===== config.mk =====
export PLATFORM = sky130hd
export DESIGN_NAME = aaq_lane
export DESIGN_NICKNAME = d
export VERILOG_FILES = /design/src/rtl/aaq_pkg.sv /design/src/rtl/aaq_lane.sv
export SDC_FILE = /design/constraint.sdc
export NUM_CORES = 2
export LEC_CHECK = 0
export BUFFER_PORTS_ARGS = -buffer_cell sky130_fd_sc_hd__clkbuf_2
export CAP_MARGIN = 20
export CORE_ASPECT_RATIO = 0.9
export CORE_UTILIZATION = 51
export CTS_CLUSTER_SIZE = 12
export DETAILED_ROUTE_END_ITERATION = 16
export PLACE_DENSITY = 0.67
export SLEW_MARGIN = 20
export SYNTH_ARGS = -nofsm -noshare
export SYNTH_HDL_FRONTEND = slang
export SYNTH_SLANG_ARGS = --single-unit

===== constraint.sdc =====
create_clock -name clk -period 8.77 [get_ports clk]
set_clock_uncertainty 0.05 [all_clocks]
set_input_delay 1.754 -clock clk [delete_from_list [all_inputs] [get_ports clk]]
set_output_delay 1.754 -clock clk [all_outputs]
set_load 0.005 [all_outputs]

===== src/rtl/aaq_pkg.sv =====
`timescale 1ns / 1ps
package aaq_pkg;

	typedef struct packed {
		logic signed [15:0] axis_x;
		logic signed [15:0] axis_y;
		logic signed [15:0] axis_z;
		logic signed [15:0] angle;
	} aaq_in_t;

	typedef struct packed {
		logic signed [15:0] quat_w;
		logic signed [15:0] quat_x;
		logic signed [15:0] quat_y;
		logic signed [15:0] quat_z;
		logic               zero_axis;
	} aaq_out_t;

	localparam int CORDIC_STEPS = 16;
	localparam int ISQRT_BITS   = 24;
	localparam int DIV_BITS     = 15;

	localparam logic signed [31:0] GAIN_S    = 32'sd163008218;
	localparam logic signed [31:0] PI_S      = 32'sd843314857;
	localparam logic signed [31:0] HALF_PI_S = 32'sd421657428;
	localparam logic signed [31:0] ANG_ONE   = 32'sd268435456;

	localparam logic signed [31:0] ATAN_HEAD [10] = '{
		32'sd210828714, 32'sd124459457, 32'sd65760959, 32'sd33381290, 32'sd16755422,
		32'sd8385879, 32'sd4193963, 32'sd2097109, 32'sd1048571, 32'sd524287
	};

	// stage numbers, input register is stage 1
	localparam int LAT_LEN    = 3 + ISQRT_BITS;
	localparam int LAT_Q      = LAT_LEN + DIV_BITS;
	localparam int LAT_LANE   = LAT_Q + 2;
	localparam int LAT_TRIG   = CORDIC_STEPS + 3;
	localparam int PIPE_DEPTH = LAT_LANE + 1;
	localparam int DLY_AXIS   = LAT_LEN - 1;
	localparam int DLY_SIN    = LAT_Q - LAT_TRIG;
	localparam int DLY_COS    = LAT_LANE - LAT_TRIG;
	localparam int DLY_ZERO   = LAT_LANE - 3;

	function automatic logic signed [31:0] atan_ent(input int unsigned i);
		logic signed [31:0] r;
		if (i < 10) begin
			r = ATAN_HEAD[i[3:0]];
		end else begin
			r = ANG_ONE >>> i;
		end
		return r;
	endfunction

	function automatic logic signed [15:0] to_q14(input logic signed [31:0] v);
		logic signed [32:0] s;
		logic signed [18:0] r;
		logic signed [15:0] o;
		s = {v[31], v} + 33'sd8192;
		r = 19'(s >>> 14);
		if (r > 19'sd16384) begin
			o = 16'sd16384;
		end else if (r < -19'sd16384) begin
			o = -16'sd16384;
		end else begin
			o = r[15:0];
		end
		return o;
	endfunction

endpackage


===== src/rtl/aaq_lane.sv =====
`timescale 1ns / 1ps
module aaq_lane (
	input  logic                            clk,
	input  logic                            en,
	input  logic signed [15:0]              comp,
	input  logic [aaq_pkg::ISQRT_BITS-1:0]  len,
	input  logic signed [15:0]              sin_v,
	output logic signed [15:0]              q14
);
	localparam int NB = aaq_pkg::ISQRT_BITS;
	localparam int QB = aaq_pkg::DIV_BITS;
	localparam int RW = 40;

	logic [15:0]        mag;
	logic [RW-1:0]      num;
	logic [RW-1:0]      rem_s [QB];
	logic [QB-1:0]      q_s   [QB];
	logic [NB-1:0]      len_s [QB];
	logic               neg_s [QB];
	logic signed [15:0] n;
	logic signed [31:0] prod_s;
	logic signed [15:0] res_s;

	assign mag = comp[15] ? 16'(-comp) : 16'(comp);
	assign num = {(RW - 38)'(0), mag, 22'b0} + {(RW - NB)'(0), len >> 1};

	// restoring divide, one quotient bit per stage
	for (genvar j = 0; j < QB; j++) begin : g_step
		localparam int K = QB - 1 - j;
		logic [RW-1:0] rem_in, dv;
		logic [QB-1:0] q_in;
		logic [NB-1:0] len_in;
		logic          neg_in;
		if (j == 0) begin : g_first
			assign rem_in = num;
			assign q_in   = '0;
			assign len_in = len;
			assign neg_in = comp[15];
		end else begin : g_next
			assign rem_in = rem_s[j-1];
			assign q_in   = q_s[j-1];
			assign len_in = len_s[j-1];
			assign neg_in = neg_s[j-1];
		end
		assign dv = {(RW - NB)'(0), len_in} << K;
		always_ff @(posedge clk) begin
			if (en) begin
				len_s[j] <= len_in;
				neg_s[j] <= neg_in;
				if (rem_in >= dv) begin
					rem_s[j] <= rem_in - dv;
					q_s[j]   <= q_in | (QB'(1) << K);
				end else begin
					rem_s[j] <= rem_in;
					q_s[j]   <= q_in;
				end
			end
		end
	end

	assign n = neg_s[QB-1] ? -$signed({1'b0, q_s[QB-1]}) : $signed({1'b0, q_s[QB-1]});

	always_ff @(posedge clk) begin
		if (en) begin
			prod_s <= n * sin_v;
			res_s  <= aaq_pkg::to_q14(prod_s);
		end
	end

	assign q14 = res_s;
endmodule


Yosys cells after proc, flatten, opt, wreduce, memory -nomap -nowiden. Memories as Yosys holds them, arrays and structs flattened. Index checks and enable logic that the tools add are counted.

Flip-flop bits (word level): 48. RAM bits: 1200. Bits of input ports: 58. Output and inout port bits: 16. Logic and storage cells: 200. Memories kept: 4.

Memory list: rem_s (words 15, bits a word 40, rd ports 14, clocked after memory_dff 0, wr ports 15, RTL line aaq_lane.sv:16) `logic [RW-1:0] rem_s [QB];`; len_s (words 15, bits a word 24, rd ports 14, clocked after memory_dff 0, wr ports 15, RTL line aaq_lane.sv:18) `logic [NB-1:0] len_s [QB];`; q_s (words 15, bits a word 15, rd ports 15, clocked after memory_dff 0, wr ports 15, RTL line aaq_lane.sv:17) `logic [QB-1:0] q_s [QB];`; neg_s (words 15, bits a word 1, rd ports 15, clocked after memory_dff 0, wr ports 15, RTL line aaq_lane.sv:19) `logic neg_s [QB];`.

$add $sub $neg: 19. $mul: 1. $lt $le $gt $ge: 17. Mux-type cells: 125. Bitwise logic cells: 30. Reductions and logical operators: 1.

Operators with widths (number): $mux W40 (15); $mux W15 (15); $mux W1 (92); $mux W16 (3); $ge A40 B24 Y1 (1); $ge A40 B25 Y1 (1); $ge A40 B26 Y1 (1); $ge A40 B27 Y1 (1); $ge A40 B28 Y1 (1); $ge A40 B29 Y1 (1); $ge A40 B30 Y1 (1); $ge A40 B31 Y1 (1); $ge A40 B32 Y1 (1); $ge A40 B33 Y1 (1); $ge A40 B34 Y1 (1); $ge A40 B35 Y1 (1); $ge A40 B36 Y1 (1); $ge A40 B37 Y1 (1); $sub A39 B38 Y40 (1); $sub A40 B24 Y40 (1); $sub A40 B25 Y40 (1); $sub A40 B26 Y40 (1); $sub A40 B27 Y40 (1); $sub A40 B28 Y40 (1); 19 further kinds (48).

Depth between registers and ports, before layout.
Depth after elaboration: 8. Mapped depth: 29. Gate-level depth less buffers: 28.

Least setup slack after synthesis. Ideal clock, no wire load.

Path type: input port to flip-flop. From: input sin_v[3]. To: register prod_s[31] (data pin). Setup time: 262 ps. Data arrival time: 7268 ps. Required time: 8458 ps. Slack: 1190 ps. Cell stages on the path: 20. Path buffers: 1. Cells stage by stage: clkbuf_1 > nand2_1 > fa_1 > inv_1 > fa_1 > fa_1 > fa_1 > fa_1 > inv_1 > fa_1 > inv_1 > ha_1 > a21o_1 > a21o_1 > a21oi_1 > o21a_1 > o211ai_1 > a31o_2 > a21oi_1 > xor2_1.

Word-level cells in the longest chain between the ends: 1.

Ends and longest elaborated chain: start, declared (RTL line aaq_lane.sv:7) `input logic signed [15:0] sin_v,`; $mul A16 B16 Y32 (RTL line aaq_lane.sv:65) `prod_s <= n * sin_v;`; end signal, assigned (RTL line aaq_lane.sv:65); end, declared (RTL line aaq_lane.sv:21) `logic signed [31:0] prod_s;`.

No other way between the ends. A chain may end at the register's enable or synchronous reset.

==> run metrics <==
Slew Limit Fails=0; Arr. time, crit path=8.30 ns; Port Buffers=73; CTS tree=built; Max H-tree Level=3; ys async rst share=0; Layout Nets=7,103; Crit path top cell by count=fa_1; clk buf depth=3; DRC Markers=0; WL final=146,000 µm; # Max-Cap Violations=0; number of synthesized flops with an enable pin=1,066; Top delay family on crit path=adder cells; Worst setup EP type=flip-flop; gr ovfl total=0; maximum clock rate=approximately 130 MHz; dominant cells by area after synthesis=edfxtp_1 47%, ha_1 8.1%, fa_1 8.1%; FF+latch count, synth=around 1,100; leak pwr=30.0 nW; PD cells=363 nW/µm²; slowest cell on the critical path=edfxtp_1; GPL Wtd Cong=0.930; vias in the first global route=~46,000; Synth Warn #=0; worst-case vdd ir drop=about 0.00046 V; Total Routing Usage GR=0.218; Initial DRT Pass Iterations=5; initial drt markers=3,310; largest net degree at the start of global routing=153; Hold Path Class=flip-flop to flip-flop; Hold Buf Count CTS=0; R2R setup slack=0.89 ns; first-pass GRT wire length=239,000 µm; total CTS buffers=111; Post-Syn Nets=7,024; Max Fanout on Critical Path=17; Worst R2R End=prod_s[26]; worst r2r src=q_s[1][90]; # resized after CTS=0; die height=349 µm; syn avg cell area=between 10 and 15 µm²; setup bufs post-CTS=0; Synth Flop Type=edfxtp_1; sequential area share after synthesis=0.470; worst r2r path cells=27; Std-Cell Rows=126; hold path endpoint=q_s[1][94]; IO Count=74; Initial Util=0.516; Root Buffer Master=clkbuf_16; Core ar.=132,000 µm²; Critical Path Max Stage Delay=0.78 ns; most frequent cells in the layout=1,066 x edfxtp_1, 778 x inv_1, 550 x nand2_1; Tmin final=about 7.9 ns; Synth top area share=0.470; die width=387 µm; fin crit share=0.899; Inserted Diodes=0; placed insts=7,940; Critical path buffers and inverters=6; cell taking the most area after synthesis=edfxtp_1; die area=135,000 µm²; commonest non-fill, non-tap cell in the layout=edfxtp_1; CTS clock-pin slew for the worst setup and hold paths=0.06 ns; Hold Path Origin=q_s[1][79]; Hold Vio Cnt, Final=0; antenna violations before repair=1; fin cells=8,130; clk_lat worst skew=around 0.74 ns; critical path type=flip-flop to flip-flop; post-synthesis cell type count=91; WHS Path Cells=0; clock sinks=1,066; area delta synth->final=8.41%; Critical Path RT=9.19 ns; Cells after Synth=6,247; share of cells above drive strength 1=0.0583; synthesized area=68,000 µm²; Antenna Violating Nets Remaining=0; setup TNS=0 ns; dpl hpwl=between 100,000 and 150,000 µm; DR vias=45,600; Routed WL per cell=18.0 µm; routed vias/inst=5.60; status=finished, final reports clean; setup repair after global routing missed its margin=false; Filler Cell Count=11,100; final setup fails=0; worst slew pin tran=1.07 ns; slew margin rel.=0.278; crit path launch type=flip-flop
[flip-flops by register name (all words and copies together) (netlist names)]
register and cells:
len_s 336, q_s 120, prod_s 19, neg_s 15, rem_s 560, q14 16
[where the power goes]
part           switching (W)  internal [W]  total, W  leakage, nW
combinational        0.00786       0.00618    0.0140         18.1
clock                0.00193       0.00246   0.00439         1.61
sequential          0.000752       0.00763   0.00838         10.3
[how the worst max path moves through the flow]
stage                     cells past startpoint          to       start
final                                        27  prod_s[26]  q_s[1][90]
after global routing                         27  prod_s[26]  q_s[1][90]
after CTS                                    27  prod_s[31]  q_s[1][90]
after detailed placement                     21  prod_s[31]    sin_v[2]
after global placement                       21  prod_s[31]    sin_v[2]
after floorplan                              20  prod_s[31]    sin_v[3]
[final cells by class]
cell class              count  area (µm²)  area share
well taps                1728        2160      0.0293
clock inverters            56         482     0.00653
multi-input cells        4246       32500       0.441
inverters                 779        2920      0.0396
flip-flops and latches   1066       32000       0.434
repair buffers            122         788      0.0107
clock buffers             133        2860      0.0388
[routing by layer]
| metal | wire length [µm] | GRT usage | share of wire |
|---|---|---|---|
| met5 | 13 | 0 | 0.000089 |
| met4 | 3210 | 0.0555 | 0.022 |
| met3 | 7040 | 0.0328 | 0.048 |
| met2 | 70500 | 0.379 | 0.48 |
| met1 | 65400 | 0.287 | 0.45 |
[synthesized netlist by cell type (59+ instances only)]
| cell type | instances |
|---|---|
| nand4_1 | 67 |
| a21o_1 | 162 |
| nor3_1 | 105 |
| xnor2_1 | 246 |
| edfxtp_1 | 1066 |
| xor2_1 | 212 |
| and2_1 | 134 |
| nand2_1 | 550 |
| nor2_1 | 328 |
| ha_1 | 443 |
| nand2b_1 | 80 |
| nand3_1 | 104 |
| inv_1 | 778 |
| fa_1 | 276 |
| clkbuf_1 | 140 |
| o21ai_0 | 374 |
| o21a_1 | 59 |
| a21oi_1 | 354 |
[worst register-to-register path: stages, from the launching register on]
cell and delay, ns:
edfxtp_1 0.78, inv_1 0.18, ha_1 0.29, nand3_1 0.12, o21ai_0 0.10, xnor2_1 0.66, and2_1 0.26, fa_1 0.39
inv_1 0.09, fa_1 0.42, fa_1 0.55, inv_1 0.06, fa_1 0.47, fa_1 0.55, inv_1 0.05, fa_1 0.53
inv_1 0.04, ha_1 0.35, a21o_1 0.20, a21o_1 0.18, a21oi_1 0.18, nand4_1 0.10, o2bb2ai_1 0.18, buf_4 0.17
o21ai_0 0.19, o22a_1 0.24, a21oi_1 0.19, xnor2_1 0.09
[kinds of logic after synthesis]
kind of cell               count (synthesis)  synth area share
DFF                                     1066             0.470
muxes                                     71            0.0116
and+or+nand+nor                         1687             0.123
AOI/OAI and AO/OA                       1311             0.121
buffers and inverters                    935            0.0522
adders and majority gates                719             0.163
xor gates and xnor gates                 458            0.0589
[per-stage QoR]
step | setup slack [ns] | hold slack (ns) | utilization | area, µm² | total power [W]
after floorplan | 1.19 | 0.350 | - | 68000 | 0.0193
final | 0.889 | 0.343 | 0.560 | 73800 | 0.0268
after CTS | 0.948 | 0.343 | 0.559 | 73700 | 0.0270
after global routing | 0.360 | 0.365 | 0.560 | 73800 | 0.0292
after detailed placement | 0.543 | 0.355 | 0.534 | 70400 | 0.0225
after global placement | 0.658 | 0.350 | 0.534 | 70400 | 0.0221
Note: power is estimated with default switching activity, not from simulation.
