File: config.mk
export PLATFORM = sky130hd
export DESIGN_NAME = aaq_norm
export DESIGN_NICKNAME = d
export VERILOG_FILES = /design/src/rtl/aaq_pkg.sv /design/src/rtl/aaq_norm.sv
export SDC_FILE = /design/constraint.sdc
export NUM_CORES = 2
export LEC_CHECK = 0
export ABC_AREA = 1
export BUFFER_PORTS_ARGS = -buffer_cell sky130_fd_sc_hd__buf_2
export CORE_MARGIN = 4
export CORE_UTILIZATION = 64
export DETAILED_ROUTE_END_ITERATION = 6
export PLACE_DENSITY = 0.8
export SLEW_MARGIN = 0
export SYNTH_ARGS = -nofsm -noshare
export SYNTH_HDL_FRONTEND = slang
export SYNTH_SLANG_ARGS = --single-unit
File: constraint.sdc
create_clock -name clk -period 8 [get_ports clk]
set_input_delay 1.2 -clock clk [delete_from_list [all_inputs] [get_ports clk]]
set_output_delay 1.2 -clock clk [all_outputs]
set_load 0.02 [all_outputs]
File: src/rtl/aaq_pkg.sv
`timescale 1ns / 1ps
package aaq_pkg;

	typedef struct packed {
		logic signed [15:0] axis_x;
		logic signed [15:0] axis_y;
		logic signed [15:0] axis_z;
		logic signed [15:0] angle;
	} aaq_in_t;

	typedef struct packed {
		logic signed [15:0] quat_w;
		logic signed [15:0] quat_x;
		logic signed [15:0] quat_y;
		logic signed [15:0] quat_z;
		logic               zero_axis;
	} aaq_out_t;

	localparam int CORDIC_STEPS = 16;
	localparam int ISQRT_BITS   = 24;
	localparam int DIV_BITS     = 15;

	localparam logic signed [31:0] GAIN_S    = 32'sd163008218;
	localparam logic signed [31:0] PI_S      = 32'sd843314857;
	localparam logic signed [31:0] HALF_PI_S = 32'sd421657428;
	localparam logic signed [31:0] ANG_ONE   = 32'sd268435456;

	localparam logic signed [31:0] ATAN_HEAD [10] = '{
		32'sd210828714, 32'sd124459457, 32'sd65760959, 32'sd33381290, 32'sd16755422,
		32'sd8385879, 32'sd4193963, 32'sd2097109, 32'sd1048571, 32'sd524287
	};

	// stage numbers, input register is stage 1
	localparam int LAT_LEN    = 3 + ISQRT_BITS;
	localparam int LAT_Q      = LAT_LEN + DIV_BITS;
	localparam int LAT_LANE   = LAT_Q + 2;
	localparam int LAT_TRIG   = CORDIC_STEPS + 3;
	localparam int PIPE_DEPTH = LAT_LANE + 1;
	localparam int DLY_AXIS   = LAT_LEN - 1;
	localparam int DLY_SIN    = LAT_Q - LAT_TRIG;
	localparam int DLY_COS    = LAT_LANE - LAT_TRIG;
	localparam int DLY_ZERO   = LAT_LANE - 3;

	function automatic logic signed [31:0] atan_ent(input int unsigned i);
		logic signed [31:0] r;
		if (i < 10) begin
			r = ATAN_HEAD[i[3:0]];
		end else begin
			r = ANG_ONE >>> i;
		end
		return r;
	endfunction

	function automatic logic signed [15:0] to_q14(input logic signed [31:0] v);
		logic signed [32:0] s;
		logic signed [18:0] r;
		logic signed [15:0] o;
		s = {v[31], v} + 33'sd8192;
		r = 19'(s >>> 14);
		if (r > 19'sd16384) begin
			o = 16'sd16384;
		end else if (r < -19'sd16384) begin
			o = -16'sd16384;
		end else begin
			o = r[15:0];
		end
		return o;
	endfunction

endpackage

File: src/rtl/aaq_norm.sv
`timescale 1ns / 1ps
module aaq_norm (
	input  logic                clk,
	input  logic                en,
	input  logic signed [15:0]  axis_x,
	input  logic signed [15:0]  axis_y,
	input  logic signed [15:0]  axis_z,
	output logic                zero,
	output logic [aaq_pkg::ISQRT_BITS-1:0] len
);
	localparam int NB = aaq_pkg::ISQRT_BITS;
	localparam int RW = 2 * NB + 2;

	logic signed [31:0] sqx_s2, sqy_s2, sqz_s2;
	logic [31:0]        sum_s3;
	logic               zero_s3;
	logic [RW-1:0]      rem0;
	logic [RW-1:0]      rem_s  [NB];
	logic [NB-1:0]      root_s [NB];

	always_ff @(posedge clk) begin
		if (en) begin
			sqx_s2 <= axis_x * axis_x;
			sqy_s2 <= axis_y * axis_y;
			sqz_s2 <= axis_z * axis_z;
			sum_s3 <= 32'(sqx_s2) + 32'(sqy_s2) + 32'(sqz_s2);
			zero_s3 <= (sqx_s2 == 32'sd0) && (sqy_s2 == 32'sd0) && (sqz_s2 == 32'sd0);
		end
	end

	assign rem0 = {(RW - 48)'(0), sum_s3, 16'b0};

	// one root bit per stage, most significant first
	for (genvar j = 0; j < NB; j++) begin : g_step
		localparam int K = NB - 1 - j;
		logic [RW-1:0] rem_in, trial;
		logic [NB-1:0] root_in;
		if (j == 0) begin : g_first
			assign rem_in  = rem0;
			assign root_in = '0;
		end else begin : g_next
			assign rem_in  = rem_s[j-1];
			assign root_in = root_s[j-1];
		end
		assign trial = ({(RW - NB)'(0), root_in} << (K + 1)) + (RW'(1) << (2 * K));
		always_ff @(posedge clk) begin
			if (en) begin
				if (rem_in >= trial) begin
					rem_s[j]  <= rem_in - trial;
					root_s[j] <= root_in | (NB'(1) << K);
				end else begin
					rem_s[j]  <= rem_in;
					root_s[j] <= root_in;
				end
			end
		end
	end

	assign zero = zero_s3;
	assign len  = root_s[NB-1];
endmodule

======== After elaboration in Yosys (flattened, before gate mapping) ========
Memories as Yosys holds them, arrays and structs flattened.
Index checks and enable logic that the tools add are counted.
word-level totals
  bits in registers ....................... 129
  latch bits .............................. 0
  memory bits (writable) .................. 1776
  bits in read-only memories .............. 0
  output and inout bits ................... 25
  word-level logic and storage cells ...... 328
  memories ................................ 2
operators by class
  add/sub/neg operators ................... 49
  multipliers ............................. 3
  div/mod/pow operators ................... 0
  order comparisons ....................... 24
  eq/ne operators ......................... 0
  shift-type cells ........................ 0
  mux-type cells .......................... 192
  bitwise gates (word level) .............. 48
  reductions and logical operators ........ 5
memories
  name    depth  width  rd ports  clocked after Yosys merged registers in  write ports  RTL line        text
  rem_s   24     50     23        0                                        24           aaq_norm.sv:18  logic [RW-1:0] rem_s [NB];
  root_s  24     24     24        0                                        24           aaq_norm.sv:19  logic [NB-1:0] root_s [NB];
operator list
  kind                            number
  2-to-1 mux 50 bit               24
  2-to-1 mux 24 bit               24
  2-to-1 mux 1 bit                144
  zero test 32 bit                3
  multiplier 16 x 16 -> 32 bit    3
  adder 32 bit                    2
  >= comparator 50 x 26 -> 1 bit  1
  >= comparator 50 x 27 -> 1 bit  1
  >= comparator 50 x 28 -> 1 bit  1
  >= comparator 50 x 29 -> 1 bit  1
  >= comparator 50 x 30 -> 1 bit  1
  >= comparator 50 x 31 -> 1 bit  1
  >= comparator 50 x 32 -> 1 bit  1
  >= comparator 50 x 33 -> 1 bit  1
  >= comparator 50 x 34 -> 1 bit  1
  >= comparator 50 x 35 -> 1 bit  1
  >= comparator 50 x 36 -> 1 bit  1
  >= comparator 50 x 37 -> 1 bit  1
  >= comparator 50 x 38 -> 1 bit  1
  >= comparator 50 x 39 -> 1 bit  1
  >= comparator 50 x 40 -> 1 bit  1
  >= comparator 50 x 41 -> 1 bit  1
  >= comparator 50 x 42 -> 1 bit  1
  >= comparator 50 x 43 -> 1 bit  1
  other kinds (55)                103

======== Logic depth before layout (Yosys ltp) ========
An unclocked memory read counts as a cell.
  depth after elaboration ................. 7
  gate-level depth with buffers ........... 28
  mapped depth without buffers ............ 27

======== Least setup slack after synthesis ========
No wires, ideal clock.
  kind .................................... input -> register
  start point ............................. input axis_y[15]
  end point ............................... register sqy_s2[30] (data pin)
  arrival ................................. 6.859 ns
  data required time ...................... 7.748 ns
  slack ................................... 0.889 ns
  cell stages on the path ................. 23
  buffers on the path ..................... 2
  cell sequence ........................... clkbuf_1 > clkbuf_1 > nand2_1 > fa_1 > inv_1 > fa_1 > inv_1 > fa_1 > inv_1 > fa_1 > fa_1 > inv_1 > fa_1 > inv_1 > ha_1 > nand2_1 > nor3_1 > inv_1 > nor2_1 > nand2_1 > or2_2 > nand3_1 > nand2_1
between the ends
  cells in the longest elaborated chain, start to end .. 1
ends and longest elaborated chain
  what                          RTL line        text
  start: declaration            aaq_norm.sv:6   input logic signed [15:0] axis_y,
  multiplier 16 x 16 -> 32 bit  aaq_norm.sv:24  sqy_s2 <= axis_y * axis_y;
  end signal: assignment        aaq_norm.sv:24
  end: declaration              aaq_norm.sv:14  logic signed [31:0] sqx_s2, sqy_s2, sqz_s2;
Every way passes these cells.
A chain may end at the register's enable or synchronous reset.

======== Worst setup path in the final report ========
  start point ............................. input axis_y[1]
  end point ............................... register sqy_s2[23] (data pin)
The elaborated chain is that of the path after synthesis.

==> summary.txt <==
Synthesis
  – Post-synth top area cell: edfxtp_1
  – Synth Cell Area: 107000 um2
  – Primary FF master, synth: edfxtp_1
  – Post-synth EDFFs: 1256
  – Most frequent cell after synthesis: nand2_1
  – Mean Syn Cell Area: 8.18 um2
  – Net Count, Synth: 14460
  – Yosys warnings: 0
  – Syn Inst Count: 13069
  – Yosys top cell area share: 35.3%
  – Flops & latches, synth: 1256
  – Unique masters post-synth: 64
  – Dominant cells by area after synthesis: edfxtp_1 35%, fa_1 14%, nand2_1 12%, inv_1 10%, ha_1 7.0%
  – Commonest cells post-synth: 3276 x nand2_1, 2835 x inv_1, 1256 x edfxtp_1
  – Fraction of registers with async set/reset: 0%
  – Seq/Total Area, Yosys: 35.3%

STA
  – Worst slew pin tran: 1.16 ns
  – Smallest hold slack: 0.430 ns
  – Setup TNS: 0 ns
  – Clock Skew: 0.0398 ns
  – Hold Vio Cnt, Final: 0
  – Fmax: 145 MHz
  – Fin. max-slew vios: 0
  – Tmin final: 6.87 ns
  – Slew headroom: 22.9%
  – RSZ-0062 raised after global routing: false
  – Final setup violation count: 0
  – Final worst-path cycle share: 85.9%

Worst setup path
  – R2r setup slk: 4.29 ns
  – CP Max Fanout: 17
  – CP Launch Type: input port
  – Family with the most delay on the worst path: adder cells
  – WP depth: 21
  – Largest stage delay, worst path: 0.53 ns
  – CP required: 8.54 ns
  – Critical Path Most Common Cell: fa_1
  – Buf/Inv on CP: 5
  – RR Startpoint: rem_s[2][110]
  – R2r worst-path depth: 10
  – Critical Path End Type: flop
  – Slowest CP cell: fa_1
  – WS Path Type: input port to flop
  – Critical path startpoint: axis_y[1]
  – Critical path, cell by cell: buf_2 -> inv_1 -> nor2_1 -> a31oi_1 -> ha_1 -> a31o_2 -> fa_1 -> fa_1 -> fa_1 -> fa_1 -> inv_1 -> fa_1 -> inv_1 -> ha_1 -> nand2_1 -> nor2_1 -> inv_1 -> nor2_1 -> nand4_1 -> nand3_1 -> xor2_1
  – CP arrival: 7.41 ns

Clock tree
  – Worst-case clock buffer depth: 3
  – Hold buffer count at cts: 0
  – CTS root buffer: clkbuf_16
  – CTS-repair resized insts: 0
  – Clk slew on worst S/H paths: 0.07 ns
  – Sink Count: 1256
  – Post-CTS Setup Inserts: 0
  – H-tree Lvls: 4
  – CTS buffer count: 138
  – Clock latency on the worst-skew pair: 0.81 ns
  – CTS tree: built

Hold path
  – Hold_sp: root_s[2][46]
  – Hold path depth: 0
  – Worst hold-check path type: flop to flop

Die
  – Io pins: 75
  – Chip height: 417 um
  – Core Area: 165000 um2
  – Row count: 149
  – Die area: 174000 um2
  – Initial Utilization: 64.6%
  – Chip width: 417 um

Cells and area
  – Design Area, Final: 114000 um2
  – Synth-to-Final Area Change: 6.61%
  – Ratio of cells with drive above 1 in the final layout: 4.65%
  – Fin util: 68.9%
  – Nets@finish: 14516

Global routing
  – Largest net degree at the start of global routing: 157
  – Vias in the first global route: 90646
  – Total gr overflow: 0
  – First-pass GRT wire length: 534000 um
  – Initial antenna violation count: 18
  – GRT Util Overall: 40.6%

Routing
  – TritonRoute pass-1 iters: 7
  – DRT antenna net count: 0
  – DR iter-0 viols: 11158
  – Routed wire length: 356000 um
  – Vias: 91841
  – # DRC: 0
  – Wire per inst: 23.0 um
  – Via density: 5.95

Power and ir drop
  – Lkg Pwr: 55.2 nW
  – Max VDD drop: 1.26 mV
  – Pwr dens: 465 nW/um2
  – Power Total: 53.0 mW

Place
  – Buffers on Ports: 74
  – Final GP Congestion: 1.06
  – Post-DP Area: 109000 um2
  – HPWL after DPL: 288000 um

Run status
  – Outcome: finished clean

Job
  – Max-cap violations: 0
## path summary, 6_finish.rpt
kind                   endpoint
setup / recovery     sqy_s2[23]
hold / removal    root_s[2][70]
setup reg to reg  rem_s[2][193]
hold reg to reg   root_s[2][70]
## layout make-up
type / instances / area (um2)
Clock inverter: 95 / 1120
Sequential cell: 1256 / 37700
Clock buffer: 159 / 3530
Fill cell: 12717 / 51500
Multi-Input combinational cell: 8761 / 57400
Tap cell: 2189 / 2740
Antenna cell: 11 / 27.5
Inverter: 2865 / 10800
Timing Repair Buffer: 103 / 653
## state kept, by name, summed over array words and instances (netlist names)
| name | count |
|---|---|
| zero | 1 |
| sqy_s2 | 31 |
| sqz_s2 | 31 |
| sqx_s2 | 31 |
| sum_s3 | 32 |
| rem_s | 830 |
| root_s | 300 |
## cells in the final DEF (no fill, tap or decap), drive strengths merged, types with 5 or more instances in the layout
| cell type | netlist | layout |
|---|---|---|
| a31oi | 16 | 16 |
| nand3 | 677 | 677 |
| ha | 602 | 602 |
| inv | 2862 | 2883 |
| diode | 0 | 11 |
| nand4 | 269 | 269 |
| edfxtp | 1256 | 1256 |
| clkinvlp | 0 | 8 |
| nor2 | 1322 | 1322 |
| a21oi | 493 | 493 |
| clkbuf | 120 | 159 |
| or2 | 26 | 26 |
| nand3b | 54 | 54 |
| a31o | 8 | 8 |
| buf | 67 | 103 |
| o21ai | 364 | 364 |
| a211oi | 10 | 10 |
| xor2 | 234 | 234 |
| fa | 739 | 739 |
| nor3b | 6 | 6 |
| o2111ai | 7 | 7 |
| o211ai | 12 | 12 |
| nor2b | 5 | 5 |
| a21boi | 10 | 10 |
| bufinv | 0 | 17 |
| o21bai | 46 | 46 |
| o21a | 11 | 11 |
| nor4 | 76 | 76 |
| and2 | 7 | 7 |
| nand2 | 3313 | 3313 |
| nor3 | 208 | 208 |
| a21o | 34 | 34 |
| clkinv | 3 | 52 |
| xnor2 | 206 | 206 |
## worst register-to-register path: cells and delay by family, from the launching register on
family                   cells  cell delay (ns)
flip-flops                   1             0.50
buffers and inverters        1             0.12
AO/OA/AOI/OAI                1             0.30
adder cells (fa/ha/maj)      2             1.00
AND/OR/NAND/NOR              6             1.45
## routing by layer
metal  GRT usage, %  vias to the layer above  share of wire [%]  wire, um
met4           24.5                        4                7.4     26300
met3           7.68                     1513                9.4     33300
li1               -                    41301                  -         -
met1           49.4                    43387                 36    128000
met2           67.3                     5636                 47    168000
met5              0                        -             0.0070        25
## power breakdown
group	leakage, nW	switching [mW]	internal [mW]	total (mW)
Sequential	11.9	1.51	10.0	11.5
Combinational	41.1	23.0	11.8	34.8
Clock	2.25	2.89	3.79	6.67
## kinds of logic after synthesis
| kind of cell | after synthesis | share of synthesized area (%) |
|---|---|---|
| AND/OR/NAND/NOR | 5967 | 23.8 |
| buffers and inverters | 3052 | 11.0 |
| adder cells (fa/ha/maj) | 1341 | 20.9 |
| flip-flops | 1256 | 35.3 |
| AO/OA/AOI/OAI | 1013 | 5.39 |
| XOR/XNOR | 440 | 3.61 |
## stage by stage
stage                     cells  worst slack [ns]
after CTS                 15428              1.40
final                     15439              1.13
after floorplan           13069             0.889
after detailed placement  15174             0.618
after global placement    15174             0.576
after global routing      15429             0.913
Power figures use the tool's default switching activity.
