[src/rtl/aaq_pkg.sv]
`timescale 1ns / 1ps
package aaq_pkg;

	typedef struct packed {
		logic signed [15:0] axis_x;
		logic signed [15:0] axis_y;
		logic signed [15:0] axis_z;
		logic signed [15:0] angle;
	} aaq_in_t;

	typedef struct packed {
		logic signed [15:0] quat_w;
		logic signed [15:0] quat_x;
		logic signed [15:0] quat_y;
		logic signed [15:0] quat_z;
		logic               zero_axis;
	} aaq_out_t;

	localparam int CORDIC_STEPS = 16;
	localparam int ISQRT_BITS   = 24;
	localparam int DIV_BITS     = 15;

	localparam logic signed [31:0] GAIN_S    = 32'sd163008218;
	localparam logic signed [31:0] PI_S      = 32'sd843314857;
	localparam logic signed [31:0] HALF_PI_S = 32'sd421657428;
	localparam logic signed [31:0] ANG_ONE   = 32'sd268435456;

	localparam logic signed [31:0] ATAN_HEAD [10] = '{
		32'sd210828714, 32'sd124459457, 32'sd65760959, 32'sd33381290, 32'sd16755422,
		32'sd8385879, 32'sd4193963, 32'sd2097109, 32'sd1048571, 32'sd524287
	};

	// stage numbers, input register is stage 1
	localparam int LAT_LEN    = 3 + ISQRT_BITS;
	localparam int LAT_Q      = LAT_LEN + DIV_BITS;
	localparam int LAT_LANE   = LAT_Q + 2;
	localparam int LAT_TRIG   = CORDIC_STEPS + 3;
	localparam int PIPE_DEPTH = LAT_LANE + 1;
	localparam int DLY_AXIS   = LAT_LEN - 1;
	localparam int DLY_SIN    = LAT_Q - LAT_TRIG;
	localparam int DLY_COS    = LAT_LANE - LAT_TRIG;
	localparam int DLY_ZERO   = LAT_LANE - 3;

	function automatic logic signed [31:0] atan_ent(input int unsigned i);
		logic signed [31:0] r;
		if (i < 10) begin
			r = ATAN_HEAD[i[3:0]];
		end else begin
			r = ANG_ONE >>> i;
		end
		return r;
	endfunction

	function automatic logic signed [15:0] to_q14(input logic signed [31:0] v);
		logic signed [32:0] s;
		logic signed [18:0] r;
		logic signed [15:0] o;
		s = {v[31], v} + 33'sd8192;
		r = 19'(s >>> 14);
		if (r > 19'sd16384) begin
			o = 16'sd16384;
		end else if (r < -19'sd16384) begin
			o = -16'sd16384;
		end else begin
			o = r[15:0];
		end
		return o;
	endfunction

endpackage

[src/rtl/aaq_cordic.sv]
`timescale 1ns / 1ps
module aaq_cordic (
	input  logic               clk,
	input  logic               en,
	input  logic signed [15:0] angle,
	output logic signed [15:0] cos_v,
	output logic signed [15:0] sin_v
);
	localparam int NS = aaq_pkg::CORDIC_STEPS;

	logic signed [31:0] half;
	logic signed [31:0] x_s [NS+1];
	logic signed [31:0] y_s [NS+1];
	logic signed [31:0] z_s [NS+1];
	logic               f_s [NS+1];
	logic signed [15:0] cos_s, sin_s;

	assign half = {angle[15], angle, 15'b0};

	// fold the half angle into the CORDIC range, negate both results later
	always_ff @(posedge clk) begin
		if (en) begin
			x_s[0] <= aaq_pkg::GAIN_S;
			y_s[0] <= '0;
			if (half > aaq_pkg::HALF_PI_S) begin
				z_s[0] <= half - aaq_pkg::PI_S;
				f_s[0] <= 1'b1;
			end else if (half < -aaq_pkg::HALF_PI_S) begin
				z_s[0] <= half + aaq_pkg::PI_S;
				f_s[0] <= 1'b1;
			end else begin
				z_s[0] <= half;
				f_s[0] <= 1'b0;
			end
		end
	end

	for (genvar i = 0; i < NS; i++) begin : g_step
		logic signed [31:0] dx, dy, at;
		assign dx = y_s[i] >>> i;
		assign dy = x_s[i] >>> i;
		assign at = aaq_pkg::atan_ent(i);
		always_ff @(posedge clk) begin
			if (en) begin
				f_s[i+1] <= f_s[i];
				if (!z_s[i][31]) begin
					x_s[i+1] <= x_s[i] - dx;
					y_s[i+1] <= y_s[i] + dy;
					z_s[i+1] <= z_s[i] - at;
				end else begin
					x_s[i+1] <= x_s[i] + dx;
					y_s[i+1] <= y_s[i] - dy;
					z_s[i+1] <= z_s[i] + at;
				end
			end
		end
	end

	always_ff @(posedge clk) begin
		if (en) begin
			cos_s <= aaq_pkg::to_q14(f_s[NS] ? -x_s[NS] : x_s[NS]);
			sin_s <= aaq_pkg::to_q14(f_s[NS] ? -y_s[NS] : y_s[NS]);
		end
	end

	assign cos_v = cos_s;
	assign sin_v = sin_s;
endmodule

[config.mk]
export PLATFORM = sky130hd
export DESIGN_NAME = aaq_cordic
export DESIGN_NICKNAME = d
export VERILOG_FILES = /design/src/rtl/aaq_pkg.sv /design/src/rtl/aaq_cordic.sv
export SDC_FILE = /design/constraint.sdc
export NUM_CORES = 2
export LEC_CHECK = 0
export BUFFER_PORTS_ARGS = -buffer_cell sky130_fd_sc_hd__buf_2
export CAP_MARGIN = 25
export CORE_ASPECT_RATIO = 1.75
export CORE_UTILIZATION = 50
export DETAILED_ROUTE_END_ITERATION = 12
export GPL_TIMING_DRIVEN = 1
export MAX_ROUTING_LAYER = met4
export PLACE_DENSITY = 0.66
export SLEW_MARGIN = 20
export SYNTH_ARGS = -nofsm -noshare
export SYNTH_HDL_FRONTEND = slang
export SYNTH_SLANG_ARGS = --single-unit
[constraint.sdc]
create_clock -name clk -period 4.8 [get_ports clk]
set_input_delay 0.24 -clock clk [delete_from_list [all_inputs] [get_ports clk]]
set_output_delay 0.24 -clock clk [all_outputs]
set_load 0.1 [all_outputs]
# Word-level counts from Yosys, hierarchy flattened
# Memories as Yosys holds them, arrays and structs flattened.
# Index checks and enable logic that the tools add are counted.
# W data, S select, Z words.
# totals
ff_bits	32
mem_bits_rw	1649
wordCells	334
n_memories	4
# mem_list
memory	depth	word_bits	read_ports	rd_ports_with_merged_regs	write_ports	line_no	text
x_s	17	32	17	0	17	aaq_cordic.sv:12	logic signed [31:0] x_s [NS+1];
y_s	17	32	17	0	17	aaq_cordic.sv:13	logic signed [31:0] y_s [NS+1];
z_s	17	32	16	0	17	aaq_cordic.sv:14	logic signed [31:0] z_s [NS+1];
f_s	17	1	17	0	17	aaq_cordic.sv:15	logic f_s [NS+1];
# classes
add_sub_neg	101
order_cmp	6
mux	165
bitwise	52
reduce_logical	2
# op_table
op	count
$mux W32	52
$mux W1	111
$add A32 B15 Y33 const B	2
$add A32 B17 Y32	2
$add A32 B18 Y32	2
$add A32 B19 Y32	2
$add A32 B20 Y32	2
$add A32 B20 Y32 const B	2
$add A32 B21 Y32	2
$add A32 B22 Y32	2
$add A32 B23 Y32	2
$add A32 B24 Y32	2
$add A32 B25 Y32	2
$add A32 B26 Y32	2
$add A32 B27 Y32	2
$add A32 B28 Y32	2
$add A32 B29 Y32	2
$add A32 B30 Y32	2
$add A32 B31 Y32	2
$neg A32 Y32	2
$sub A32 B17 Y32	2
$sub A32 B18 Y32	2
$sub A32 B19 Y32	2
$sub A32 B20 Y32	2
51 further kinds	119

# Longest topological paths before layout
# depth
word_depth	7
ltp_mapped	22
depth_no_buf	22

# Worst setup path before layout
# OpenSTA, ideal clock, no wires.
# synth_path
path_kind	input to register
start	input en
end	memory z_s[2][30] (data pin)
arrival_time_ns	4.804
t_required_ns	4.538
slack_ns	-0.266
stages	17
cell_sequence	clkbuf_1 > clkbuf_1 > clkbuf_1 > nand2_1 > inv_1 > ha_1 > and2_1 > a221o_1 > a22oi_1 > nand2_1 > o41a_1 > a41o_1 > o21ai_0 > o31ai_1 > a41o_1 > o31ai_1 > xnor2_1
# synth_rtl
item	line_no	text
start: declaration	aaq_cordic.sv:4	input logic en,
end: declaration	aaq_cordic.sv:14	

==> results.md <==
• **run status** completed
• **total standard cell area after synthesis** 0.115 mm2
• **Max-slew headroom** 29.8%
• **pin count of the biggest net entering global routing** 173
• **worst setup path category** flop to flop
• **Synth Net Count** 13300
• **Synth cell types** 102
• **worst endpoint required time** 5.41 ns
• **width of the chip** 365 um
• **starting density of the core** 50.4%
• **worst-margin pin slew** 1.05 ns
• **number of placed instances, taps included** 16500
• **Hold Violations, Final** 0
• **parity-gate share of the synthesized area counting xor and xnor cells** 13.0%
• **family with the most delay on the worst path** simple AND/OR/NAND/NOR gates
• **count of mapped cells out of synthesis** 11900
• **post-synthesis mux area share** 0.825%
• **overflow left after global routing** 0
• **antenna violations before repair** 4
• **# clock sinks** 1382
• **CTS Root Cell** sky130_fd_sc_hd__clkbuf_16
• **R2R Path Start** x_s[3][13]$_DFFE_PP_
• **category of the worst setup path capture point** flop
• **Synth Area in Simple Gates** 13.8%
• **critical path data arrival time** 5.35 ns
• **CTS max path bufs** 4
• **vias in the first global route** 102000
• **worst hold path stage count** 3
• **Placement Cell Area** 0.131 mm2
• **slowest cell delay on critical path** 0.67 ns
• **post-route clock period utilization** 98.6%
• **clock tree from TritonCTS** yes
• **worst reg2reg endpoint** y_s[4][31]$_DFFE_PP_
• **area share of the largest cell type after synthesis** 36.0%
• **leading area contributor after synthesis** sky130_fd_sc_hd__edfxtp_1
• **Routed Antenna Nets** 0
• **most repeated library cell on the critical path** sky130_fd_sc_hd__buf_4
• **clk_lat worst skew** 0.87 ns
• **vertical die dimension** 637 um
• **slowest stage cell, crit path** sky130_fd_sc_hd__nor4_1
• **average instance area after synthesis** 9.66 um2
• **Yosys warning count** 0
• **standard-cell row count** 232
• **synthesis-to-layout area growth** 20.1%
• **fraction of layout cells with a size suffix above 1** 17.9%
• **1st-iter DRT viols** 4761
• **sequential element share of the synthesized area** 36.0%
• **floorplan die area** 0.232 mm2
• **type of origin of the critical path** flop
• **Pre-antenna DRT Iters** 6
• **last weighted congestion value of the routability-driven placer** 1.02
• **clock buffer count from CTS** 154
• **final cell area excluding filler cells** 0.138 mm2
• **reg2reg path depth** 18
• **Reg clk slew, reported paths** 0.07 ns
• **number of enable flip-flop cells after synthesis** 1382
• **Port Buffers** 49
• **core area** 0.228 mm2
• **largest fanout on the critical path** 6
• **achievable frequency** 211 MHz
• **number of levels the H-tree was split into** 4
• **Levels on crit path** 18
• **Post-synth top flop** sky130_fd_sc_hd__edfxtp_1
• **crit-path cells** nor4_1, and2_1, buf_4, nor2b_4, buf_4, nand2_1, nor4_1, buf_4, a21oi_1, xnor2_1, ha_1, nor3_1, a2111oi_2, buf_4, o21a_1, o21a_1, o41a_1, xnor2_1
• **all-layer global routing usage** 33.4%
• **share of flip-flops with an asynchronous set or reset after synthesis** 0%
• **number of maximum-capacitance violations** 0
• **drc violations** 0
• **via count** 99000
• **Via density** 5.88
• **worst clock skew** 0.0619 ns
• **start point of the worst hold path** angle[6]
• **Post-Layout Cell Count** 16800
• **path class of the lowest-slack min-delay path** input port to flop
• **time the worst path needs with I/O delays and setup** 4.73 ns
• **max-slew violations** 0
• **first-pass GRT wire length** 572000 um
• **unrepaired setup endpoints after global routing** true
• **final setup violation count** 0
• **buffer and inverter count on the worst path** 4
• **number of I/O pins** 50
• **Post-DP HPWL** 313000 um
• **wire length reported by the detailed router** 384000 um
• **number of nets in the finished design** 15000
• **slack of the worst reg-to-reg path** 0.07 ns
• **post-synthesis sequential element count** 1382
• **routed wire length per instance** 22.8 um
• **top area cells in the synthesized netlist** sky130_fd_sc_hd__edfxtp_1 36%, sky130_fd_sc_hd__ha_1 14%, sky130_fd_sc_hd__xnor2_1 9.0%
• **Compound-Gate Fraction of Synth Area** 19.6%
• **terminating pin of the worst hold path** z_s[0][21]$_DFFE_PP_
• **Min Hold Slack** 0.311 ns
• **post-synthesis adder-cell area fraction** 14.5%
• **main combinational cell family by area after synthesis** compound AO/OA/AOI/OAI gates
[stage by stage]
| stage | utilization [%] | setup TNS, ns | worst slack, ns |
|---|---|---|---|
| after floorplan | - | 0 | 0.0446 |
| after global placement | 57.4 | -6.61 | -0.666 |
| after detailed placement | 57.4 | -6.83 | -0.593 |
| after CTS | 59.8 | 0 | 0.00313 |
| after global routing | 60.6 | -0.746 | -0.0826 |
| final | 60.6 | 0 | 0.0676 |
[repair_timing]
item                                    CTS  global route
endpoints found under the hold margin    26             0
endpoints found under the setup margin   60           145
buffers inserted                          2            53
hold buffers                             22             0
pin swaps                                 6            99
gates resized for setup                  74           304
[worst register-to-register path, stage by stage (launching register included)]
cell and delay, ns:
sky130_fd_sc_hd__edfxtp_1 0.45, sky130_fd_sc_hd__nor4_1 0.67, sky130_fd_sc_hd__and2_1 0.26, sky130_fd_sc_hd__buf_4 0.14, sky130_fd_sc_hd__nor2b_4 0.19, sky130_fd_sc_hd__buf_4 0.13
sky130_fd_sc_hd__nand2_1 0.13, sky130_fd_sc_hd__nor4_1 0.31, sky130_fd_sc_hd__buf_4 0.23, sky130_fd_sc_hd__a21oi_1 0.09, sky130_fd_sc_hd__xnor2_1 0.15, sky130_fd_sc_hd__ha_1 0.28
sky130_fd_sc_hd__nor3_1 0.35, sky130_fd_sc_hd__a2111oi_2 0.12, sky130_fd_sc_hd__buf_4 0.17, sky130_fd_sc_hd__o21a_1 0.18, sky130_fd_sc_hd__o21a_1 0.19, sky130_fd_sc_hd__o41a_1 0.32
sky130_fd_sc_hd__xnor2_1 0.13
[worst max path at each step]
stage	slack (ns)	start	to
after floorplan	0.04	y_s[12][17]$_DFFE_PP_	x_s[13][31]$_DFFE_PP_
final	0.07	x_s[3][13]$_DFFE_PP_	y_s[4][31]$_DFFE_PP_
after detailed placement	-0.59	z_s[4][31]$_DFFE_PP_	y_s[5][30]$_DFFE_PP_
after global routing	-0.08	x_s[3][3]$_DFFE_PP_	y_s[4][31]$_DFFE_PP_
after CTS	0.003	x_s[8][8]$_DFFE_PP_	y_s[9][31]$_DFFE_PP_
after global placement	-0.67	z_s[4][31]$_DFFE_PP_	y_s[5][30]$_DFFE_PP_
[final cells by class]
cell class	count	area, um2
diodes	10	25.0
clock buffers	180	3970
clock inverters	86	878
fillers	19600	90000
inverters	454	1710
multi-input cells	9879	72800
flip-flops and latches	1382	41500
well taps	3042	3810
repair buffers	1798	13700
[sequential cells by signal (all words and copies together) (netlist names)]
signal  count
y_s       480
z_s       397
x_s       456
f_s        17
cos_v      16
sin_v      16
[cells by family (layout without fill, tap and decap cells)]
logic type      after synthesis  count (layout)
fa+ha+maj                  1311            1311
buf+inv                     669            2518
other cells                   0              10
mux                          91              91
flops                      1382            1382
simple gates               3250            3250
xor+xnor                   1708            1708
compound gates             3519            3519
[metal layers]
metal	share of wire (%)	up-vias	track usage, %
met2	56	2338	65.6
li1	-	47900	-
met1	29	47200	24.0
met3	3.0	1536	4.00
met5	0	-	-
met4	12	0	34.5
[synth_stat cells (all sizes together), types with 112 or more instances]
library cell  count
o21ai           635
xor2            524
edfxtp         1382
a211oi          136
or3             148
a21o            405
clkbuf          169
nor2           1013
nand2b          180
ha             1264
xnor2          1184
o21bai          171
nand3           210
nand2           630
o21a            231
nor3            340
inv             451
nor2b           143
o31ai           131
and3            112
a21oi          1149
[cells in the final DEF, fill, tap and decap left out, drive strengths merged, types with 28 or more instances in the layout]
cell type     n
nor3b        33
o21bai      171
a31o         34
fa           46
or4          43
o211ai       60
xnor2      1184
nand2b      180
nor2       1013
o31ai       131
ha         1264
clkinv       55
edfxtp     1382
o31a         51
buf        1776
a21oi      1149
o21a        231
and2        111
o41ai        60
mux2i        59
and3        112
o21ai       635
nand3       210
or3         148
nand2       630
a21boi       28
clkbuf      180
inv         459
nor4         85
or2          62
a211oi      136
mux2         32
a31oi        92
nor2b       143
a211o        38
xor2        524
nand4        59
a21o        405
nor3        340
Power is not shown: default switching activity piles up to over one toggle a cycle in this logic, so the estimate is an artifact.
